[src/design/assert_macros.svh]
// concurrent assertion helpers, sampled on clk and held off during reset
`ifndef ASSERT_MACROS_SVH
`define ASSERT_MACROS_SVH

// property must hold at every clock edge out of reset
`define ASSERT_AT(label, prop, msg) \
	label: assert property (@(posedge clk) disable iff (!arst_n) (prop)) else $error(msg);

// expression must never be true out of reset
`define ASSERT_NEVER(label, expr, msg) \
	label: assert property (@(posedge clk) disable iff (!arst_n) !(expr)) else $error(msg);

`endif

[src/design/pcrq_pkg.sv]
package pcrq_pkg;

	localparam int FIELD_W = 16;
	localparam int OCC_W   = 5;
	localparam int ACT_W   = 2;

	typedef enum logic [ACT_W-1:0] {
		ACT_POST = 2'd0,
		ACT_PRIO = 2'd1,
		ACT_TAKE = 2'd2
	} action_t;

	typedef struct packed {
		logic             taken;
		logic             overflow;
		logic [OCC_W-1:0] occupancy;
	} res_t;

endpackage

[src/design/pcrq_ram.sv]
module pcrq_ram #(
	parameter int WIDTH = 32,
	parameter int DEPTH = 16,
	localparam int AW = (DEPTH > 1) ? $clog2(DEPTH) : 1
) (
	input  logic             clk,
	input  logic             wr_en,
	input  logic [AW-1:0]    wr_addr,
	input  logic [WIDTH-1:0] wr_data,
	input  logic             rd_en,
	input  logic [AW-1:0]    rd_addr,
	output logic [WIDTH-1:0] rd_data
);

	logic [WIDTH-1:0] mem [DEPTH];

	always_ff @(posedge clk) begin
		if (wr_en) begin
			mem[wr_addr] <= wr_data;
		end
		if (rd_en) begin
			rd_data <= mem[rd_addr];
		end
	end

endmodule

[src/design/pcrq_ctrl.sv]
`include "assert_macros.svh"

module pcrq_ctrl #(
	parameter int QUEUE_DEPTH = 16,
	localparam int IDX_W = $clog2(QUEUE_DEPTH)
) (
	input  logic                        clk,
	input  logic                        arst_n,
	input  logic                        acc,
	input  logic [pcrq_pkg::ACT_W-1:0]  action,
	output logic                        wr_en,
	output logic [IDX_W-1:0]            wr_addr,
	output logic                        rd_en,
	output logic [IDX_W-1:0]            rd_addr,
	output pcrq_pkg::res_t              res
);

	import pcrq_pkg::*;

	localparam int CNT_W = $clog2(QUEUE_DEPTH + 1);
	localparam logic [IDX_W-1:0] LAST_IDX = IDX_W'(QUEUE_DEPTH - 1);
	localparam logic [CNT_W-1:0] FULL_CNT = CNT_W'(QUEUE_DEPTH);

	logic [IDX_W-1:0] front_q, back_q, front_d, back_d;
	logic [IDX_W-1:0] front_inc, front_dec, back_inc;
	logic [CNT_W-1:0] cnt_q, cnt_d;
	logic             full, empty;

	assign full      = (cnt_q == FULL_CNT);
	assign empty     = (cnt_q == '0);
	assign front_inc = (front_q == LAST_IDX) ? '0 : front_q + 1'b1;
	assign front_dec = (front_q == '0) ? LAST_IDX : front_q - 1'b1;
	assign back_inc  = (back_q == LAST_IDX) ? '0 : back_q + 1'b1;

	always_comb begin
		front_d      = front_q;
		back_d       = back_q;
		cnt_d        = cnt_q;
		wr_en        = 1'b0;
		wr_addr      = back_q;
		rd_en        = 1'b0;
		rd_addr      = front_q;
		res.taken    = 1'b0;
		res.overflow = 1'b0;
		case (action)
			ACT_POST: begin
				if (full) begin
					res.overflow = 1'b1;
				end else begin
					wr_en  = acc;
					back_d = back_inc;
					cnt_d  = cnt_q + 1'b1;
				end
			end
			ACT_PRIO: begin
				if (full) begin
					res.overflow = 1'b1;
				end else begin
					wr_en   = acc;
					wr_addr = front_dec;
					front_d = front_dec;
					cnt_d   = cnt_q + 1'b1;
				end
			end
			ACT_TAKE: begin
				if (!empty) begin
					rd_en     = acc;
					res.taken = 1'b1;
					front_d   = front_inc;
					cnt_d     = cnt_q - 1'b1;
				end
			end
			default: begin
			end
		endcase
		res.occupancy = OCC_W'(cnt_d);
	end

	always_ff @(posedge clk or negedge arst_n) begin
		if (!arst_n) begin
			front_q <= '0;
			back_q  <= '0;
			cnt_q   <= '0;
		end else if (acc) begin
			front_q <= front_d;
			back_q  <= back_d;
			cnt_q   <= cnt_d;
		end
	end

	`ASSERT_NEVER(a_cnt_bound, cnt_q > FULL_CNT, "entry count above queue depth")
	`ASSERT_AT(a_ends_meet, (empty || full) |-> (front_q == back_q),
		"indices apart while queue empty or full")
	`ASSERT_NEVER(a_rw_excl, wr_en && rd_en, "read and write from one item")

endmodule

[src/design/priority_call_ring_queue_unit.sv]
// channel  dir  tdata (low bit up)                        tuser
// s_*      in   handler_id[15:0] param_value[31:16]        action[1:0]
// m_*      out  out_handler[15:0] out_param[31:16]         taken
//               occupancy[36:32] overflow[37]
// one item accepted per cycle while s_tready is high; indices and count
// update in the accept cycle, the entry memory read lands in the next cycle
// and the result is then held in the output register
// reset clears indices, count and valid flags; entry memory is not cleared
// output stall holds the read stage, and input ready drops once both are full
`include "assert_macros.svh"

module priority_call_ring_queue_unit #(
	parameter int QUEUE_DEPTH  = 16,
	parameter int HANDLER_BITS = 16
) (
	input  logic        clk,
	input  logic        arst_n,
	input  logic        s_tvalid,
	output logic        s_tready,
	input  logic [31:0] s_tdata,   // handler_id, param_value
	input  logic [1:0]  s_tuser,   // action
	output logic        m_tvalid,
	input  logic        m_tready,
	output logic [39:0] m_tdata,   // out_handler, out_param, occupancy, overflow
	output logic        m_tuser    // taken
);

	import pcrq_pkg::*;

	localparam int HID_W = (HANDLER_BITS < FIELD_W) ? HANDLER_BITS : FIELD_W;
	localparam int ENT_W = HID_W + FIELD_W;
	localparam int IDX_W = $clog2(QUEUE_DEPTH);

	logic             acc, adv;
	logic             wr_en, rd_en;
	logic [IDX_W-1:0] wr_addr, rd_addr;
	logic [ENT_W-1:0] wr_data, rd_data;
	res_t             res;

	logic             valid_s1;
	res_t             res_s1;

	logic               out_valid_q;
	logic               out_taken_q;
	logic               out_ovf_q;
	logic [FIELD_W-1:0] out_handler_q, out_param_q;
	logic [OCC_W-1:0]   out_occ_q;

	assign adv      = !out_valid_q || m_tready;
	assign s_tready = !valid_s1 || adv;
	assign acc      = s_tvalid && s_tready;
	assign wr_data  = {s_tdata[2*FIELD_W-1:FIELD_W], s_tdata[HID_W-1:0]};

	pcrq_ctrl #(
		.QUEUE_DEPTH(QUEUE_DEPTH)
	) u_ctrl (
		.clk    (clk),
		.arst_n (arst_n),
		.acc    (acc),
		.action (s_tuser),
		.wr_en  (wr_en),
		.wr_addr(wr_addr),
		.rd_en  (rd_en),
		.rd_addr(rd_addr),
		.res    (res)
	);

	pcrq_ram #(
		.WIDTH(ENT_W),
		.DEPTH(QUEUE_DEPTH)
	) u_ram (
		.clk    (clk),
		.wr_en  (wr_en),
		.wr_addr(wr_addr),
		.wr_data(wr_data),
		.rd_en  (rd_en),
		.rd_addr(rd_addr),
		.rd_data(rd_data)
	);

	always_ff @(posedge clk or negedge arst_n) begin
		if (!arst_n) begin
			valid_s1    <= 1'b0;
			out_valid_q <= 1'b0;
		end else begin
			valid_s1 <= acc || (valid_s1 && !adv);
			if (adv) begin
				out_valid_q <= valid_s1;
			end
		end
	end

	always_ff @(posedge clk) begin
		if (acc) begin
			res_s1 <= res;
		end
		if (adv && valid_s1) begin
			out_taken_q   <= res_s1.taken;
			out_ovf_q     <= res_s1.overflow;
			out_occ_q     <= res_s1.occupancy;
			out_handler_q <= res_s1.taken ? FIELD_W'(rd_data[HID_W-1:0]) : '0;
			out_param_q   <= res_s1.taken ? rd_data[ENT_W-1:HID_W] : '0;
		end
	end

	assign m_tvalid = out_valid_q;
	assign m_tuser  = out_taken_q;
	assign m_tdata  = {2'b00, out_ovf_q, out_occ_q, out_param_q, out_handler_q};

	`ASSERT_AT(a_acc_s1, acc |=> valid_s1, "accepted item missing from read stage")
	`ASSERT_AT(a_s1_hold, (valid_s1 && !adv) |=> (valid_s1 && $stable(res_s1)),
		"stalled read stage changed")
	`ASSERT_NEVER(a_take_ovf, out_valid_q && out_taken_q && out_ovf_q,
		"result both taken and overflow")

endmodule

[config.mk]
export PLATFORM = sky130hd
export DESIGN_NAME = priority_call_ring_queue_unit
export DESIGN_NICKNAME = d
export VERILOG_FILES = /design/src/design/pcrq_pkg.sv /design/src/design/pcrq_ram.sv /design/src/design/pcrq_ctrl.sv /design/src/design/priority_call_ring_queue_unit.sv
export VERILOG_INCLUDE_DIRS = /design/src /design/src/design
export SDC_FILE = /design/constraint.sdc
export NUM_CORES = 1
export LEC_CHECK = 0
export ABC_AREA = 1
export BUFFER_PORTS_ARGS = -buffer_cell sky130_fd_sc_hd__buf_2
export CAP_MARGIN = 40
export CELL_PAD_IN_SITES_DETAIL_PLACEMENT = 1
export CELL_PAD_IN_SITES_GLOBAL_PLACEMENT = 2
export CORE_UTILIZATION = 45
export DETAILED_ROUTE_END_ITERATION = 8
export PLACE_DENSITY_LB_ADDON = 0.1
export SLEW_MARGIN = 20
export SYNTH_ARGS = -nofsm -noshare
export SYNTH_HDL_FRONTEND = slang
export SYNTH_HIERARCHICAL = 1
export SYNTH_SLANG_ARGS = --single-unit
export TNS_END_PERCENT = 100
[constraint.sdc]
create_clock -name clk -period 5.8 [get_ports clk]
set_input_delay 1.16 -clock clk [delete_from_list [all_inputs] [get_ports clk]]
set_output_delay 1.16 -clock clk [all_outputs]
set_load 0.02 [all_outputs]
==> run summary, run 1 <==
crit-path leading delay family -> simple AND/OR/NAND/NOR gates
global placement routability congestion -> 0.802
min-delay worst type -> reg -> reg
switching share of power -> 0.359
Longest Clk Path Bufs -> 3
setup violators final -> 0
CTS tree -> built
status -> finished clean
Internal -> 8.62 mW
CTS resizes -> 0
slowest cell on the critical path -> nor2_4
first-pass detailed-route iteration total -> 5
Period minus WS final -> 3.71 ns
share of flip-flops with an asynchronous set or reset -> 0.0248
core area -> 0.0567 mm2
share of the yosys chip area belonging to registers -> 0.696
WP buf/inv -> 5
I/O pin count -> 81
Pwr Density -> 458 mW/mm2
Initial Utilization -> 0.458
most numerous cell in the Yosys netlist -> nand2_1
number of global-route vias before repair -> 17800
# clock sinks -> 605
Max Slew Vio Count -> 0
Comb pwr share -> 0.303
Yosys top cell by area -> edfxtp_1
Mean Syn Cell Area -> 10.8 um2
RSZ-0062 raised after global routing -> no
Mapped Cells -> 2410
Critical Path Start Type -> input port
measured slew at the worst slew-check pin -> 1.03 ns
dpl hpwl -> 44700 um
DR iter-0 viols -> 1084
max-cap viol count -> 0
Post-Route WL -> 72800 um
Post-synth EDFFs -> 590
NetSw -> 4.82 mW
Root Buffer -> clkbuf_16
cell row count -> 87
YS warnings -> 6
CTS Buf Count -> 68
GRT overflow -> 0
Flop pwr share -> 0.396
most frequent CP cell -> inv_1
Die H -> 242 um
Max transition margin -> 0.314
Fmax achieved -> 0.269 GHz
worst skew pair latency -> 0.60 ns
Synth Cell Area -> 0.0260 mm2
IO Port Bufs -> 78
hold buffer count at cts -> 0
Yosys reg bits -> 605
final hold vios -> 0
Antenna Nets Post-Route -> 0
max incr delay on CP -> 0.77 ns
first-pass GRT wire length -> 110000 um
pin count of the biggest net entering global routing -> 159
Clock power frac -> 0.301
top-area cell type share of the netlist area -> 0.682
Main synth FF type -> edfxtp_1
DRC viols -> 0
Synth area leaders -> edfxtp_1, nand2_1, nand3_1, inv_1, dfrtp_1
static leakage power -> 12.5 nW
most frequent cells after synthesis -> nand2_1, edfxtp_1, inv_1
synth unique cells -> 33
Area Overhead vs Synth -> 12.9%
drt wl/cell -> 22.2 um
Tcrit/Tclk final -> 0.640
critical path class -> in -> reg
setup TNS -> 0 ns
width of the chip -> 242 um
initial antenna violation count -> 2
Antenna diodes -> 0
Worst Path Max Fanout -> 19
Critical Path RT -> 6.08 ns
clk slew on worst S/H paths -> 0.05 ns
Total Power -> 13.4 mW
H-tree depth -> 3
Nets -> 2525
CP Cell Sequence -> buf_2, inv_1, nand3_1, nand2_1, inv_1, inv_1, nor2_8, nand3_1, nor2_4, buf_4
drt via density -> 5.22
Critical Path Sink Type -> flop
clk_skew -> 0.0177 ns
fillers -> 6029
Tot GR Track Use -> 0.252
Critical Path AT -> 3.99 ns
Vias -> 17100
die area -> 0.0587 mm2
fraction of final layout cells sized beyond drive strength 1 -> 0.0997
Max rail drop VDD -> 0.289 mV
Setup Buffers After CTS -> 0
path summary, 6_finish.rpt:
check                           depth (start not counted)  slack, ns                     startpoint                       endpoint
worst max-delay path                                   10       2.09                       m_tready    u_ram/mem[14][14]$_DFFE_PP_
min in group asynchronous                               1       0.49                         arst_n   u_ctrl/back_q[3]$_DFFE_PN0P_
worst max register to register                         11       2.30  u_ctrl/rd_addr[0]$_DFFE_PN0P_    u_ram/mem[14][14]$_DFFE_PP_
max in group asynchronous                               1       4.99                         arst_n  u_ctrl/rd_addr[2]$_DFFE_PN0P_
worst min-delay path                                    0       0.43            res_s1[0]$_DFFE_PP_         out_occ_q[0]$_DFFE_PP_
worst min register to register                          0       0.43            res_s1[0]$_DFFE_PP_         out_occ_q[0]$_DFFE_PP_
layout make-up:
type | instances | area [um2] | share of cell area
multi-input combinational | 1243 | 5560 | 0.189
timing repair buffer | 115 | 953 | 0.0325
inverter | 449 | 1710 | 0.0581
clock buffer | 89 | 1910 | 0.0650
sequential | 605 | 18100 | 0.617
tap | 756 | 946 | 0.0322
clock inverter | 26 | 161 | 0.00550
routing by layer:
metal  routed length [um]  up-vias  global-route usage
li1                     -     7936                   -
met3                 2650      119              0.0308
met4                 2340        0              0.0946
met2                35600      389               0.420
met1                32200     8703               0.338
met5                    0        -                   0
metrics by stage:
step	worst slack, ns	util	cell area [um2]	std cells	hold WS, ns
global placement	1.48	0.474	26900	3151	0.406
CTS	2.06	0.517	29300	3283	0.424
global route	1.93	0.517	29300	3283	0.438
detailed placement	1.44	0.481	27300	3168	0.411
floorplan	1.68	-	26000	2411	0.400
finish	2.09	0.517	29300	3283	0.427
cell usage in the layout (no fill, tap or decap), drive strengths merged, types with 3 or more instances in the layout:
master,count
nand2,773
edfxtp,590
inv,448
nand3,409
buf,115
clkbuf,89
nor2,25
clkinv,24
dfrtp,15
o21ai,13
ha,5
xor2,3
xnor2,3
nand4,3
power by group through the flow:
stage / registers [mW] / clock network (mW) / logic (mW)
3_3_place_gp: 5.41 / 0 / 3.95
3_5_place_dp: 5.41 / 0 / 4.11
2_1_floorplan: 5.36 / 0 / 2.76
6_report: 5.32 / 4.05 / 4.08
5_1_grt: 5.35 / 4.29 / 4.46
4_1_cts: 5.32 / 4.14 / 4.13
sequential cells by signal, indices dropped and copies added, names as in the netlist, 4 cells and up:
register / cells
u_ctrl/rd_addr: 4
res_s1: 7
u_ctrl/back_q: 4
u_ram/rd_data: 32
out_occ_q: 5
out_param_q: 16
u_ram/mem: 512
u_ctrl/cnt_q: 5
out_handler_q: 16
worst register-to-register path, cell delays in order, from the launching register on:
cell and delay [ns]:
dfrtp_4 0.61, inv_1 0.21, ha_1 0.24, nand2_1 0.07, nand2_1 0.06, nand2_1 0.05, o21ai_1 0.12, nand2_1 0.08
o21ai_0 0.17, nand3_1 0.43, nor2_4 0.77, buf_4 0.37
cell families after synthesis:
group / after synthesis / share of synthesized area
DFF: 605 / 0.696
xor gates and xnor gates: 6 / 0.00202
adders and majority gates: 5 / 0.00241
AOI/OAI and AO/OA: 17 / 0.00428
other: 1 / 0.000144
and+or+nand+nor: 1213 / 0.200
buffers and inverters: 563 / 0.0952
(Power assumes the default switching activity.)
==> run 2, diff against run 1 <==
--- a/config.mk
+++ b/config.mk
@@ -11,7 +11,7 @@
 export CAP_MARGIN = 40
 export CELL_PAD_IN_SITES_DETAIL_PLACEMENT = 1
 export CELL_PAD_IN_SITES_GLOBAL_PLACEMENT = 2
-export CORE_UTILIZATION = 45
+export CORE_UTILIZATION = 42
 export DETAILED_ROUTE_END_ITERATION = 8
 export PLACE_DENSITY_LB_ADDON = 0.1
 export SLEW_MARGIN = 20
==> constraint.sdc (replaced) <==
create_clock -name clk -period 3.8 [get_ports clk]
set_input_delay 0.76 -clock clk [delete_from_list [all_inputs] [get_ports clk]]
set_output_delay 0.76 -clock clk [all_outputs]
set_load 0.02 [all_outputs]
==> run 2 against run 1 <==
Count of clock-buffer cells in the layout rose by 5. Sequential share of layout area fell by 0.27 points. Via count fell by 1.2%. Power rose by 53%. Critical path type is now reg -> reg. Critical endpoint is now u_ram/mem[15][11]$_DFFE_PP_. Largest cell class unchanged. Largest power group unchanged. Highest routed layer is now met5.
==> run summary, run 2 (synthesized netlist as in run 1, its figures left out) <==
setup TNS -> 0 ns
R2R cell count -> 9
Antenna diodes -> 0
measured slew at the worst slew-check pin -> 0.942 ns
Nets -> 2542
slowest cell on the critical path -> buf_4
Period minus WS final -> 3.09 ns
GRT overflow -> 0
Vias -> 16900
drt via density -> 5.09
first-pass detailed-route iteration total -> 5
worst skew pair latency -> 0.60 ns
Longest Clk Path Bufs -> 3
fraction of final layout cells sized beyond drive strength 1 -> 0.105
I/O pin count -> 81
dpl hpwl -> 41300 um
core area -> 0.0607 mm2
max reg flops -> 512
clk_skew -> 0.0231 ns
initial antenna violation count -> 2
Max Slew Vio Count -> 0
Post-Route WL -> 71800 um
global placement routability congestion -> 0.791
first-pass GRT wire length -> 109000 um
min-delay worst type -> in -> async
cell row count -> 90
hold buffer count at cts -> 0
pin count of the biggest net entering global routing -> 172
clk slew on worst S/H paths -> 0.06 ns
Fmax achieved -> 0.324 GHz
H-tree depth -> 3
Critical Path AT -> 3.31 ns
Setup Buffers After CTS -> 0
IO Port Bufs -> 78
most frequent cells in the layout -> nand2_1, edfxtp_1, inv_1
Tcrit/Tclk final -> 0.813
CTS Buf Count -> 70
Antenna Nets Post-Route -> 0
Critical Path RT -> 4.02 ns
Pwr Density -> 698 mW/mm2
Final Core Density -> 0.485
drt wl/cell -> 21.6 um
Critical Path Sink Type -> flop
Root Buffer -> clkbuf_16
DRC viols -> 0
# clock sinks -> 605
critical path class -> reg -> reg
design area -> 0.0295 mm2
final hold vios -> 0
Total Power -> 20.6 mW
Area Overhead vs Synth -> 13.4%
RSZ-0062 raised after global routing -> no
CTS resizes -> 0
most frequent CP cell -> nor2_4
Tot GR Track Use -> 0.232
width of the chip -> 251 um
static leakage power -> 12.6 nW
Worst Path Max Fanout -> 32
commonest non-fill, non-tap cell in the layout -> nand2_1
setup violators final -> 0
Initial Utilization -> 0.428
CP Cell Sequence -> inv_1, ha_1, nand3_2, nand2_4, nor2_4, o21ai_0, nand3_1, nor2_4, buf_4
Reg with most FFs -> u_ram/mem
die area -> 0.0629 mm2
Critical Path Start Type -> flop
number of global-route vias before repair -> 18100
max-cap viol count -> 0
biggest regs -> u_ram/mem (512), u_ram/rd_data (32)
Die H -> 251 um
CTS tree -> built
DR iter-0 viols -> 922
status -> finished clean
Max transition margin -> 0.372
max incr delay on CP -> 0.50 ns
Max rail drop VDD -> 0.670 mV
DP Area -> 0.0274 mm2
run 2: cell types whose count changed in the layout (fill, tap and decap cells not counted), sizes merged:
cell | previous run | this run
clkinv | 24 | 16
buf | 115 | 130
inv | 448 | 450
clkbuf | 89 | 94
bufinv | 2 | 5
run 2: routing by layer:
| layer | vias up | part of all wire | global-route usage |
|---|---|---|---|
| li1 | 7951 | - | - |
| met3 | 110 | 0.034 | 0.0327 |
| met5 | - | 0.00021 | 0 |
| met1 | 8593 | 0.44 | 0.306 |
| met4 | 2 | 0.024 | 0.0659 |
| met2 | 286 | 0.50 | 0.400 |
run 2: worst max-delay path, delay by kind of cell, from the launching register on:
family,cells,cell delay (ns)
adders and majority gates,1,0.31
and+or+nand+nor,5,0.95
AOI/OAI and AO/OA,1,0.36
DFF,1,0.43
buffers and inverters,2,0.65
run 2: layout make-up:
cell class	instances	area (um2)
flip-flops and latches	605	18100
multi-input cells	1243	5560
repair buffers	130	1030
fillers	6498	31200
well taps	782	978
inverters	449	1700
clock inverters	23	233
clock buffers	94	1860
run 2: where the power goes:
| group | total (mW) | switching [mW] | internal [mW] |
|---|---|---|---|
| registers | 8.05 | 0.182 | 7.86 |
| clock network | 6.33 | 2.58 | 3.75 |
| logic | 6.18 | 4.42 | 1.76 |
run 2: per-stage QoR:
step	hold slack [ns]	worst slack, ns	cells
final	0.0806	0.710	3326
after global routing	0.0814	0.537	3326
after CTS	0.0594	0.706	3326
after detailed placement	0.408	0.712	3209
after global placement	0.406	0.810	3203
after floorplan	0.400	0.0753	2411
run 2: path summary, 6_finish.rpt:
check / from / to / slack [ns]
worst max-delay path: u_ctrl/cnt_q[0]$_DFFE_PN0P_ / u_ram/mem[15][11]$_DFFE_PP_ / 0.71
worst min-delay path: arst_n / m_tvalid$_DFFE_PN0P_ / 0.08
worst max register to register: u_ctrl/cnt_q[0]$_DFFE_PN0P_ / u_ram/mem[15][11]$_DFFE_PP_ / 0.71
worst min register to register: res_s1[1]$_DFFE_PP_ / out_occ_q[1]$_DFFE_PP_ / 0.41
max in group asynchronous: arst_n / u_ctrl/rd_addr[2]$_DFFE_PN0P_ / 3.37
min in group clk: s_tvalid / valid_s1$_DFF_PN0_ / 0.38
==> run 3, diff against run 2 <==
==> constraint.sdc (replaced) <==
create_clock -name clk -period 3.25 [get_ports clk]
set_input_delay 0.65 -clock clk [delete_from_list [all_inputs] [get_ports clk]]
set_output_delay 0.65 -clock clk [all_outputs]
set_load 0.02 [all_outputs]
==> run 3 against run 2 <==
Sequential share of layout area is essentially flat. Design area is essentially flat. Core utilization about the same. Register-to-register slack got worse by 0.39 ns. Count of clock-buffer cells in the layout grew 1. Clock skew grew 0.00050 ns. First-iteration DRC count is 9.2% higher. Critical path depth is the same. Largest cell class unchanged. Highest routed layer unchanged.
==> run summary, run 3 (synthesized netlist as in run 1, its figures left out) <==
Worst Hold Launch -> s_tvalid
dpl hpwl -> 40000 um
clk_skew -> 0.0236 ns
Post-Place Worst Slack -> 0.327 ns
Setup Buffers After CTS -> 0
Levels on crit path -> 9
Critical Path Start Type -> flop
CP Launch Point -> u_ctrl/cnt_q[0]$_DFFE_PN0P_
core area -> 0.0607 mm2
GRT overflow -> 0
Internal -> 15.5 mW
width of the chip -> 251 um
clk slew on worst S/H paths -> 0.06 ns
Reg with most FFs -> u_ram/mem
placed instance count -> 3209
CTS Buf Count -> 70
most frequent CP cell -> nor2_4
I/O pin count -> 81
WHS -> 0.275 ns
Final WS setup -> 0.316 ns
global placement routability congestion -> 0.777
Flop pwr share -> 0.393
Vias -> 16900
H-tree depth -> 3
hold buffer count at cts -> 1
Max transition margin -> 0.419
status -> finished clean
cell row count -> 90
Max rail drop VDD -> 0.585 mV
max reg flops -> 512
Fmax achieved -> 0.341 GHz
setup TNS -> 0 ns
Worst Path Max Fanout -> 22
initial antenna violation count -> 2
Antenna diodes -> 0
CP Cell Sequence -> inv_1, ha_1, nand3_2, nand2_4, nor2_4, o21ai_0, nand3b_1, nor2_4, buf_4
R2R cell count -> 9
number of global-route vias before repair -> 18000
drt via density -> 5.06
commonest non-fill, non-tap cell in the layout -> nand2_1
CTS resizes -> 0
first-pass detailed-route iteration total -> 4
Critical Path RT -> 3.50 ns
most frequent cells in the layout -> nand2_1, edfxtp_1, inv_1
Tot GR Track Use -> 0.229
biggest regs -> u_ram/mem (512), u_ram/rd_data (32)
Die H -> 251 um
design area -> 0.0294 mm2
Final Core Density -> 0.485
Critical Path AT -> 3.19 ns
DP Area -> 0.0273 mm2
NetSw -> 8.40 mW
WP buf/inv -> 2
Antenna Nets Post-Route -> 0
Root Buffer -> clkbuf_16
static leakage power -> 12.6 nW
RSZ-0062 raised after global routing -> no
setup violators final -> 0
pin count of the biggest net entering global routing -> 165
slowest cell on the critical path -> dfrtp_1
DR iter-0 viols -> 1007
Period minus WS final -> 2.93 ns
hold depth -> 3
final hold vios -> 0
fraction of final layout cells sized beyond drive strength 1 -> 0.107
drt wl/cell -> 21.0 um
Total Power -> 23.9 mW
Clock power frac -> 0.309
first-pass GRT wire length -> 108000 um
max-cap viol count -> 0
Initial Utilization -> 0.428
worst skew pair latency -> 0.61 ns
critical path class -> reg -> reg
Comb pwr share -> 0.298
# clock sinks -> 605
Max Slew Vio Count -> 0
Pwr Density -> 813 mW/mm2
Critical Path Sink Type -> flop
die area -> 0.0629 mm2
IO Port Bufs -> 78
Post-Layout Cell Count -> 3332
Area Overhead vs Synth -> 13.3%
crit-path leading delay family -> simple AND/OR/NAND/NOR gates
max incr delay on CP -> 0.43 ns
Nets -> 2543
RR Startpoint -> u_ctrl/cnt_q[0]$_DFFE_PN0P_
Longest Clk Path Bufs -> 3
Post-Route WL -> 70100 um
Tcrit/Tclk final -> 0.903
measured slew at the worst slew-check pin -> 0.872 ns
CTS tree -> built
min-delay worst type -> in -> reg
DRC viols -> 0
switching share of power -> 0.351
-- run 3: cell types whose count changed in the layout (fill, tap and decap cells not counted), moves of 3 or more --
cell       previous run  this run
clkinv_2              5        10
bufinv_16             5         2
buf_4                33        37
clkbuf_16            71        74
-- run 3: final cells by class --
cell class / instances / area [um2]
clock buffer: 95 / 1930
clock inverter: 27 / 194
fill: 6543 / 31300
inverter: 449 / 1700
multi-input combinational: 1243 / 5560
sequential: 605 / 18100
tap: 782 / 978
timing repair buffer: 131 / 978
-- run 3: worst paths after layout --
check	slack, ns	end
worst max-delay path	0.32	u_ram/mem[8][13]$_DFFE_PP_
worst min-delay path	0.27	valid_s1$_DFF_PN0_
worst max register to register	0.32	u_ram/mem[8][13]$_DFFE_PP_
worst min register to register	0.42	out_occ_q[3]$_DFFE_PP_
max in group asynchronous	2.41	u_ctrl/rd_addr[2]$_DFFE_PN0P_
min in group asynchronous	0.53	u_ctrl/cnt_q[3]$_DFFE_PN0P_
-- run 3: power by group through the flow --
stage / combinational, mW / sequential, mW / clock, mW
finish: 7.13 / 9.39 / 7.40
global route: 7.99 / 9.43 / 7.86
CTS: 7.28 / 9.40 / 7.60
detailed placement: 7.23 / 9.56 / 0
global placement: 7.10 / 9.54 / 0
floorplan: 4.94 / 9.56 / 0
-- run 3: per-layer routing --
metal,wire length [um],track usage,part of all wire,up-vias
met2,35100,0.394,0.50,226
met4,1510,0.0682,0.022,4
met1,31300,0.298,0.45,8563
li1,-,-,-,7969
met5,31,0,0.00044,-
met3,2260,0.0343,0.032,101
-- run 3: worst reg2reg max path, cell delays in order, from the launching register on --
cell	delay [ns]
dfrtp_1	0.43
inv_1	0.14
ha_1	0.29
nand3_2	0.16
nand2_4	0.14
nor2_4	0.06
o21ai_0	0.36
nand3b_1	0.41
nor2_4	0.19
buf_4	0.37
